## src/sv/dpgc_pkg.sv

```systemverilog
// Shared types and constants for the AC phase dimmer gate control block.
package dpgc_pkg;

    // Default channel count and field widths
    localparam int CHANNELS_DEF = 2;
    localparam int KIND_W       = 2;
    localparam int REQ_W        = 8;
    localparam int DUTY_W       = 7;
    localparam int PHASE_W      = 8;
    localparam int CFG_IDX_W    = 2;

    // Full-scale duty and half of it (center notch reference)
    localparam logic [REQ_W-1:0] FULL_DUTY = 8'd100;
    localparam logic [REQ_W-1:0] HALF_DUTY = 8'd50;

    // Transaction kinds on the input channel
    typedef enum logic [KIND_W-1:0] {
        KIND_TICK       = 2'd0,
        KIND_ZERO_CROSS = 2'd1,
        KIND_SET_DUTY   = 2'd2,
        KIND_RESERVED   = 2'd3
    } kind_t;

    // Per-channel gate modes
    typedef enum logic [1:0] {
        MODE_FORWARD = 2'd0,
        MODE_REVERSE = 2'd1,
        MODE_CENTER  = 2'd2,
        MODE_OFF     = 2'd3
    } mode_t;

    // Configuration register indexes
    typedef enum logic [CFG_IDX_W-1:0] {
        CFG_ENABLE_MASK  = 2'd0,
        CFG_MODES        = 2'd1,
        CFG_INVERSE_MASK = 2'd2,
        CFG_UNUSED       = 2'd3
    } cfg_index_t;

    // Per-channel control bundle handed to the gate evaluator
    typedef struct packed {
        logic  enable;
        logic  invert;
        mode_t mode;
    } chan_ctrl_t;

endpackage

```

## src/sv/ac_phase_dimmer_gate_control.sv

```systemverilog
// Top level of the multi-channel AC phase dimmer gate control block.
//
// Input channel (s_valid/s_ready) carries one transaction per event: a
// timer tick, a zero crossing or a set-duty request (s_channel,
// s_duty_value, saturated to 100 when stored). A zero crossing clears the
// 8-bit phase counter; a tick increments it and produces one result on the
// m_valid/m_ready channel: m_gate_levels, one gate bit per channel.
// Zero crossings and set-duty transactions produce no result.
// Configuration (enable mask, two-bit modes, inverse mask) is written through cfg_wr_en/cfg_index/cfg_wdata;
// the user must write it only while the block is idle; the block itself does not enforce this.
// A tick passes through two register stages, the input register and the
// result register, before its result shows.
// Throughput: one transaction per cycle; the input register and the result
// register move together whenever the result register is empty or taken.
// When the receiver stalls, the result is held and one more transaction may
// wait in the input register before s_ready drops.
// Reset (aresetn low, synchronous) clears the phase counter, all duties,
// all configuration registers and both valid flags.
module ac_phase_dimmer_gate_control #(
    parameter int CHANNELS = dpgc_pkg::CHANNELS_DEF
) (
    input  logic                              aclk,
    input  logic                              aresetn,
    // Input channel
    input  logic                              s_valid,
    output logic                              s_ready,
    input  logic [dpgc_pkg::KIND_W-1:0]       s_kind,
    input  logic                              s_channel,
    input  logic [dpgc_pkg::REQ_W-1:0]        s_duty_value,
    // Result channel
    output logic                              m_valid,
    input  logic                              m_ready,
    output logic [CHANNELS-1:0]               m_gate_levels,
    // Configuration write port
    input  logic                              cfg_wr_en,
    input  logic [dpgc_pkg::CFG_IDX_W-1:0]    cfg_index,
    input  logic [2*CHANNELS-1:0]             cfg_wdata
);

    // Configuration registers
    logic [CHANNELS-1:0]   enable_mask_reg;
    logic [2*CHANNELS-1:0] modes_reg;
    logic [CHANNELS-1:0]   inverse_mask_reg;

    // Input register
    logic                         in_valid_reg;
    logic [dpgc_pkg::KIND_W-1:0]  in_kind_reg;
    logic                         in_channel_reg;
    logic [dpgc_pkg::REQ_W-1:0]   in_duty_reg;

    // Block state
    logic [dpgc_pkg::PHASE_W-1:0] phase_count_reg;
    logic [dpgc_pkg::PHASE_W-1:0] phase_count_next;
    logic [dpgc_pkg::DUTY_W-1:0]  duty_level_reg [CHANNELS];
    logic [dpgc_pkg::DUTY_W-1:0]  duty_sat;
    logic                         duty_wr;

    // Result register
    logic                         out_valid_reg;
    logic                         out_valid_next;
    logic [CHANNELS-1:0]          out_gate_reg;
    logic [CHANNELS-1:0]          gate_next;

    logic                         advance;
    logic                         is_tick;
    dpgc_pkg::kind_t              kind;
    dpgc_pkg::cfg_index_t         cfg_sel;

    assign kind    = dpgc_pkg::kind_t'(in_kind_reg);
    assign cfg_sel = dpgc_pkg::cfg_index_t'(cfg_index);

    // Both stages move when the result slot is free or being taken
    assign advance = !out_valid_reg || m_ready;
    assign s_ready = !in_valid_reg || advance;
    assign m_valid = out_valid_reg;
    assign m_gate_levels = out_gate_reg;

    // Configuration writes
    always_ff @(posedge aclk) begin
        if (!aresetn) begin
            enable_mask_reg  <= '0;
            modes_reg        <= '0;
            inverse_mask_reg <= '0;
        end else if (cfg_wr_en) begin
            unique case (cfg_sel)
                dpgc_pkg::CFG_ENABLE_MASK:  enable_mask_reg  <= cfg_wdata[CHANNELS-1:0];
                dpgc_pkg::CFG_MODES:        modes_reg        <= cfg_wdata;
                dpgc_pkg::CFG_INVERSE_MASK: inverse_mask_reg <= cfg_wdata[CHANNELS-1:0];
                dpgc_pkg::CFG_UNUSED:       ;
                default:                    ;
            endcase
        end
    end

    // Input register
    always_ff @(posedge aclk) begin
        if (!aresetn) begin
            in_valid_reg <= 1'b0;
        end else if (s_ready) begin
            in_valid_reg <= s_valid;
        end
    end

    always_ff @(posedge aclk) begin
        if (s_valid && s_ready) begin
            in_kind_reg    <= s_kind;
            in_channel_reg <= s_channel;
            in_duty_reg    <= s_duty_value;
        end
    end

    // Phase counter and duty write decode
    assign duty_sat = (in_duty_reg > dpgc_pkg::FULL_DUTY)
                    ? dpgc_pkg::FULL_DUTY[dpgc_pkg::DUTY_W-1:0]
                    : in_duty_reg[dpgc_pkg::DUTY_W-1:0];

    always_comb begin
        phase_count_next = phase_count_reg;
        duty_wr          = 1'b0;
        is_tick          = 1'b0;
        if (in_valid_reg && advance) begin
            unique case (kind)
                dpgc_pkg::KIND_TICK: begin
                    phase_count_next = phase_count_reg + 1'b1;
                    is_tick          = 1'b1;
                end
                dpgc_pkg::KIND_ZERO_CROSS: phase_count_next = '0;
                dpgc_pkg::KIND_SET_DUTY:   duty_wr = 1'b1;
                dpgc_pkg::KIND_RESERVED:   ;
                default:                   ;
            endcase
        end
    end

    always_ff @(posedge aclk) begin
        if (!aresetn) begin
            phase_count_reg <= '0;
            for (int c = 0; c < CHANNELS; c++) begin
                duty_level_reg[c] <= '0;
            end
        end else begin
            phase_count_reg <= phase_count_next;
            for (int c = 0; c < CHANNELS; c++) begin
                if (duty_wr && (int'(in_channel_reg) == c)) begin
                    duty_level_reg[c] <= duty_sat;
                end
            end
        end
    end

    // Per-channel gate evaluation on the incremented counter
    for (genvar c = 0; c < CHANNELS; c++) begin : g_chan
        dpgc_pkg::chan_ctrl_t ctrl;

        assign ctrl.enable = enable_mask_reg[c];
        assign ctrl.invert = inverse_mask_reg[c];
        assign ctrl.mode   = dpgc_pkg::mode_t'(modes_reg[2*c +: 2]);

        dpgc_chan_gate u_gate (
            .ctrl  (ctrl),
            .phase (phase_count_next),
            .duty  (duty_level_reg[c]),
            .gate  (gate_next[c])
        );
    end

    // Result register
    assign out_valid_next = advance ? is_tick : out_valid_reg;

    always_ff @(posedge aclk) begin
        if (!aresetn) begin
            out_valid_reg <= 1'b0;
        end else begin
            out_valid_reg <= out_valid_next;
        end
    end

    always_ff @(posedge aclk) begin
        if (is_tick) begin
            out_gate_reg <= gate_next;
        end
    end

endmodule

```

## src/sv/dpgc_chan_gate.sv

```systemverilog
// Gate level evaluation for one dimmer channel.
module dpgc_chan_gate (
    input  dpgc_pkg::chan_ctrl_t              ctrl,
    input  logic [dpgc_pkg::PHASE_W-1:0]      phase,
    input  logic [dpgc_pkg::DUTY_W-1:0]       duty,
    output logic                              gate
);

    logic [dpgc_pkg::PHASE_W:0] fwd_sum;
    logic [dpgc_pkg::PHASE_W:0] ctr_sum;
    logic [dpgc_pkg::PHASE_W:0] ctr_limit;
    logic                       raw;

    // n + d >= 100  <=>  n >= 100 - d (duty never above 100)
    assign fwd_sum   = {1'b0, phase} + {2'b00, duty};
    // t = n - 50 + d/2, on when 0 <= t < d
    assign ctr_sum   = {1'b0, phase} + {3'b000, duty[dpgc_pkg::DUTY_W-1:1]};
    assign ctr_limit = {2'b00, duty} + {1'b0, dpgc_pkg::HALF_DUTY};

    // Raw level by mode
    always_comb begin
        unique case (ctrl.mode)
            dpgc_pkg::MODE_FORWARD: raw = (fwd_sum >= {1'b0, dpgc_pkg::FULL_DUTY});
            dpgc_pkg::MODE_REVERSE: raw = (phase <= {1'b0, duty});
            dpgc_pkg::MODE_CENTER:  raw = (ctr_sum >= {1'b0, dpgc_pkg::HALF_DUTY})
                                          && (ctr_sum < ctr_limit);
            dpgc_pkg::MODE_OFF:     raw = 1'b0;
            default:                raw = 1'b0;
        endcase
    end

    // Inversion only on an enabled channel
    assign gate = ctrl.enable & (raw ^ ctrl.invert);

endmodule

```

## config.mk

```make
export PLATFORM = sky130hd
export DESIGN_NAME = ac_phase_dimmer_gate_control
export DESIGN_NICKNAME = d
export VERILOG_FILES = /design/src/sv/dpgc_pkg.sv /design/src/sv/ac_phase_dimmer_gate_control.sv /design/src/sv/dpgc_chan_gate.sv
export SDC_FILE = /design/constraint.sdc
export NUM_CORES = 1
export LEC_CHECK = 0
export BUFFER_PORTS_ARGS = -buffer_cell sky130_fd_sc_hd__buf_2
export CAP_MARGIN = 20
export CORE_AREA = 2 2 88 90
export DETAILED_ROUTE_END_ITERATION = 16
export DIE_AREA = 0 0 90 92
export GPL_TIMING_DRIVEN = 0
export PLACE_DENSITY = 0.76
export SLEW_MARGIN = 20
export SYNTH_ARGS = -nofsm -noshare
export SYNTH_HDL_FRONTEND = slang
export SYNTH_SLANG_ARGS = --single-unit
```

## constraint.sdc

```tcl
create_clock -name aclk -period 3.8 [get_ports aclk]
set_clock_uncertainty 0.05 [all_clocks]
set_input_delay 0.19 -clock aclk [delete_from_list [all_inputs] [get_ports aclk]]
set_output_delay 0.19 -clock aclk [all_outputs]
set_load 0.1 [all_outputs]
```

==> results.ini, run 1 <==
[outcome]
status = finished, violations left
violations = setup timing

[finish]
nFillCells = 615
multi_input_area_um2 = 2950
drive_above_1_share_pct = 22.9
num-nets-final = 564
largest_register_ffs = 14
final_common_cell = ha_1
area_delta_synth_final_pct = 20.9
layoutNonFillerInstCount = 582
layout_common_cells = ha_1, nor2_1, edfxtp_1
finalInstanceArea_um2 = 4840
num_antenna_cells = 0
regArea_um2 = 1180

[route]
wl_per_cell_um = 16.1
initialDrtViolationCount = 145
viasPerCell = 5.81
drc = 0
antenna_left = 0
num_vias = 3382
routed_wl_um = 9360
dr.pass1.iters = 4

[place]
numPortBuffers = 25
place_ws_ps = -708
place_inst = 551
placed_area_um2 = 4320
dp_hpwl_um = 6920
finalWeightedCongestion = 0.865

[sta]
rsz0062_at_grt = yes
period_needed_ps = 3990
fmax_ghz = 0.251
tightest_slew_ps = 906
timing.final.ws_setup_ps = -190
final_hold_viol_count = 0
finalCritPeriodShare_pct = 105
maxSlewViolCount = 0
finalSetupViolCount = 2
tns_ps = -284
max-slew-margin-rel_pct = 39.0

[clock_network]
numCtsBuffers = 5
insertion_delay_ps = 300
cts_tree = built
cts.sinks = 45
ctsHoldBuffers = 0
clk_pin_slew_ps = 80
htree_levels = 2
clockRootBuffer = clkbuf_8
cts_buffer_depth = 2

[critical_path]
cp-start-kind = register
worst-path-max-fanout = 5
crit_type = reg -> reg
cp.arrival_ps = 4080
path_buf_inv = 2
critPathMaxStageDelay_ps = 390
worstSetupEndpointType = register
cp.required_ps = 3890
crit_chain = and2b_4 -> nand3b_4 -> buf_4 -> o31ai_4 -> buf_6 -> ha_1 -> a21oi_2 -> o21ai_4 -> xor2_2 -> ha_1 -> a21oi_2 -> o31ai_1 -> a21oi_1 -> o311ai_1 -> a211o_1 -> a211oi_2 -> mux2i_1
slowest_stage = edfxtp_1
path_delay_family = compound AO/OA/AOI/OAI gates

[pwr]
total_power_mw = 1.17
total_leakage_power_nw = 2.11
power-per-cell-area_nw_per_um2 = 243
peakVddDrop_v = 0.000357

[die]
core_um2 = 7450
die_area_um2 = 8280
initial_core_util_pct = 53.7
row_count = 32
die_x_um = 90
die_h_um = 92
io_pins = 26

[yosys]
yosysWarnings = 0
synth-async-reset-ratio_pct = 0
synth_flop_cell = edfxtp_1
synth.largest_area_cell = edfxtp_1
synth_area_um2 = 4000
yosys-top-cells-area = edfxtp_1, ha_1, dfxtp_1
synth_edf_count = 27
ys_ff_latch = 45
netlist.area_leader.share_pct = 20.3
synth_seq_area_share_pct = 29.3
synth_nets = 509
synth.distinct_cells = 65
avgSynthCellArea_um2 = 9.44
syn_inst = 424

[global_route]
grt_max_degree = 15
grt_first_pass_wirelength_um = 15800
grt_overflow_total = 0
antenna_found_initial = 0
first_global_vias = 3373
track_usage_pct = 23.4

[run]
cap_violations = 0

[worst_hold_path]
hp-class = in -> reg

[final timing paths]
kind	start	to	slack, ps	cells past startpoint
worst max-delay path	in_kind_reg[1]	m_gate_levels[0]	-190	17
worst min-delay path	s_duty_value[4]	in_duty_reg[4]	10	1
worst max register to register	in_kind_reg[1]	m_gate_levels[0]	-190	17
worst min register to register	enable_mask_reg[0]	enable_mask_reg[0]	490	2
[cell families (layout without fill, tap and decap cells)]
group	count (synthesis)	after routing	synth area share (%)
AOI/OAI and AO/OA	113	113	19.5
xor gates and xnor gates	22	22	4.81
adders and majority gates	63	63	20.4
buffers and inverters	35	91	3.50
DFF	45	45	29.3
muxes	13	13	3.28
and+or+nand+nor	133	133	19.2
[power breakdown]
part           internal, mW  total, mW  switching [mW]
clock network         0.260      0.414           0.154
logic                0.0935      0.200           0.107
registers             0.536      0.561          0.0251
[stage by stage]
stage | utilization, % | hold slack (ps)
floorplan | - | 239
finish | 65.0 | 13.8
global placement | 57.9 | 316
CTS | 64.4 | 12.5
global route | 65.0 | 11.4
detailed placement | 57.9 | 318
[cell type report]
cell class | count | area share [%]
Clock buffer | 5 | 1.42
Sequential cell | 45 | 24.3
Multi-Input combinational cell | 344 | 60.9
Inverter | 30 | 2.48
Clock inverter | 3 | 1.35
Buffer | 5 | 0.569
Tap cell | 102 | 2.64
Timing Repair Buffer | 48 | 6.31
[synthesized netlist by cell type (4+ instances only)]
cell type	number
xor2_1	8
a211o_1	4
inv_1	30
o31ai_1	5
fa_1	4
o211ai_1	6
nor2b_1	17
ha_1	59
nand2b_1	10
a211oi_1	7
dfxtp_1	18
nand4_1	6
a21oi_1	23
o21a_1	4
mux2i_1	12
a21o_1	7
nor2_1	29
a31oi_1	4
and2_1	12
edfxtp_1	27
nand3_1	9
o21ai_0	23
nand2_1	15
nor3_1	7
nor3b_1	6
xnor2_1	14
[metal layers]
metal | global-route usage, % | up-vias | routed length, um
met5 | 0 | - | 0
met4 | 12.7 | 0 | 362
met3 | 2.30 | 27 | 311
met2 | 42.2 | 64 | 4770
met1 | 27.4 | 1610 | 3920
li1 | - | 1681 | -
[timing repair]
action,in CTS,in global routing
pin swaps,20,10
setup buffers,22,1
resized for setup,37,8
setup endpoints to repair,2,2
Power figures use the tool's default switching activity.
==> inputs of run 2 (changes only) <==
SETUP_SLACK_MARGIN = 0.4   (was not set)
==> run 2 against run 1 <==
  * Sequential share of layout area did not move
  * Cell count rose by 0.34%
  * Fmax shrank 0.67%
  * Critical path type unchanged
  * Largest cell class unchanged
  * Core utilization did not move
  * Largest power group unchanged
  * Total power increased by 0.13%
  * Clock power about the same
  * The flow still finishes with violations (setup timing)
  * Die area did not move
  * Sequential power about the same
  * Non-clock buffer count rose by 2
==> results.ini, run 2 (synthesis gave the netlist of run 1 again) <==
[finish]
finalInstanceArea_um2 = 4840
area_delta_synth_final_pct = 20.9
largest_register_ffs = 14
layout_common_cells = ha_1, nor2_1, edfxtp_1
multi_input_area_um2 = 2920
layoutNonFillerInstCount = 584
regArea_um2 = 1180
num_antenna_cells = 0
nFillCells = 604
final_core_util_pct = 65.0
final_common_cell = ha_1
num-nets-final = 566
drive_above_1_share_pct = 22.6

[global_route]
grt_overflow_total = 0
track_usage_pct = 23.6
grt_first_pass_wirelength_um = 15700
antenna_found_initial = 0
grt_max_degree = 15
first_global_vias = 3375

[clock_network]
ctsHoldBuffers = 0
cts.sinks = 45
numCtsBuffers = 5
cts_tree = built
clk_pin_slew_ps = 80
htree_levels = 2
insertion_delay_ps = 300
cts_buffer_depth = 2
clockRootBuffer = clkbuf_8

[die]
io_pins = 26
row_count = 32
core_um2 = 7450
die_area_um2 = 8280
die_x_um = 90
initial_core_util_pct = 53.7
die_h_um = 92

[run]
cap_violations = 0

[place]
finalWeightedCongestion = 0.871
place_inst = 551
dp_hpwl_um = 6970
place_ws_ps = -759
placed_area_um2 = 4330
numPortBuffers = 25

[sta]
maxSlewViolCount = 0
max-slew-margin-rel_pct = 37.8
timing.final.ws_setup_ps = -217
tightest_slew_ps = 923
tns_ps = -374
rsz0062_at_grt = yes
finalCritPeriodShare_pct = 106
final_hold_viol_count = 0
finalSetupViolCount = 2
period_needed_ps = 4020
fmax_ghz = 0.249

[critical_path]
cp.required_ps = 3880
cp.arrival_ps = 4100
reg2reg_slack_ps = -220
worstSetupEndpointType = register
crit_type = reg -> reg
reg2reg_depth = 17
timing.rr.start = in_kind_reg[1]
cp-start-kind = register
r2r_end = m_gate_levels[1]
worst-path-max-fanout = 4

[route]
met1_length_um = 4060
met2_length_um = 4920
wl_per_cell_um = 16.6
wl_met3_um = 411
initialDrtViolationCount = 199
num_vias = 3428
viasPerCell = 5.87
antenna_left = 0
dr.pass1.iters = 4
drc = 0
routed_wl_um = 9680
top_layer = met4

[pwr]
total_leakage_power_nw = 2.13
peakVddDrop_v = 0.000343
power-per-cell-area_nw_per_um2 = 243

[outcome]
violations = setup timing
status = finished, violations left

[worst_hold_path]
hp-class = in -> reg
min_to = in_kind_reg[0]
holdCritStartpoint = s_kind[0]
min_path_cells = 1

-- run 2: routing by layer --
layer / GRT usage (%) / up-vias
met4: 8.85 / 0
li1: - / 1696
met3: 3.62 / 22
met5: 0 / -
met2: 43.2 / 82
met1: 27.7 / 1628
-- run 2: power by group --
group	internal (mW)	switching [mW]
Clock	0.261	0.155
Sequential	0.536	0.0249
Combinational	0.0919	0.108
-- run 2: stage by stage --
step	hold slack (ps)	total power, mW
6_report	8.47	1.18
5_1_grt	2.77	1.22
4_1_cts	6.32	1.17
3_5_place_dp	318	0.746
3_3_place_gp	316	0.739
2_1_floorplan	239	0.696
-- run 2: layout make-up --
class,instances,share of cell area (%)
multi-input combinational,344,60.3
sequential,45,24.3
timing repair buffer,50,6.96
tap,102,2.64
inverter,30,2.43
clock buffer,5,1.42
clock inverter,3,1.35
buffer,5,0.569
-- run 2: how the worst max path moves through the flow --
stage | from | end | cells past startpoint
6_report | in_kind_reg[1] | m_gate_levels[1] | 17
5_1_grt | in_kind_reg[1] | m_gate_levels[1] | 21
4_1_cts | in_kind_reg[1] | m_gate_levels[1] | 21
3_5_place_dp | in_kind_reg[1] | m_gate_levels[1] | 17
3_3_place_gp | in_kind_reg[1] | m_gate_levels[1] | 16
2_1_floorplan | m_valid | m_gate_levels[1] | 17
-- run 2: what timing repair did --
item	in CTS	in global routing
setup endpoints to repair	2	2
setup buffers	19	6
gates resized for setup	27	12
pin swaps	15	15
-- run 2: critical path: stages, from the launching register on --
cell	delay (ps)
edfxtp_1	380
and2b_4	310
nand3b_4	130
buf_6	150
o31ai_4	400
buf_6	160
ha_1	250
o21ai_2	90
o21bai_1	80
a21o_1	180
a21oi_1	210
nor2_1	70
xor2_1	150
ha_1	200
a311oi_1	310
o211ai_1	180
o22ai_2	260
mux2i_1	270
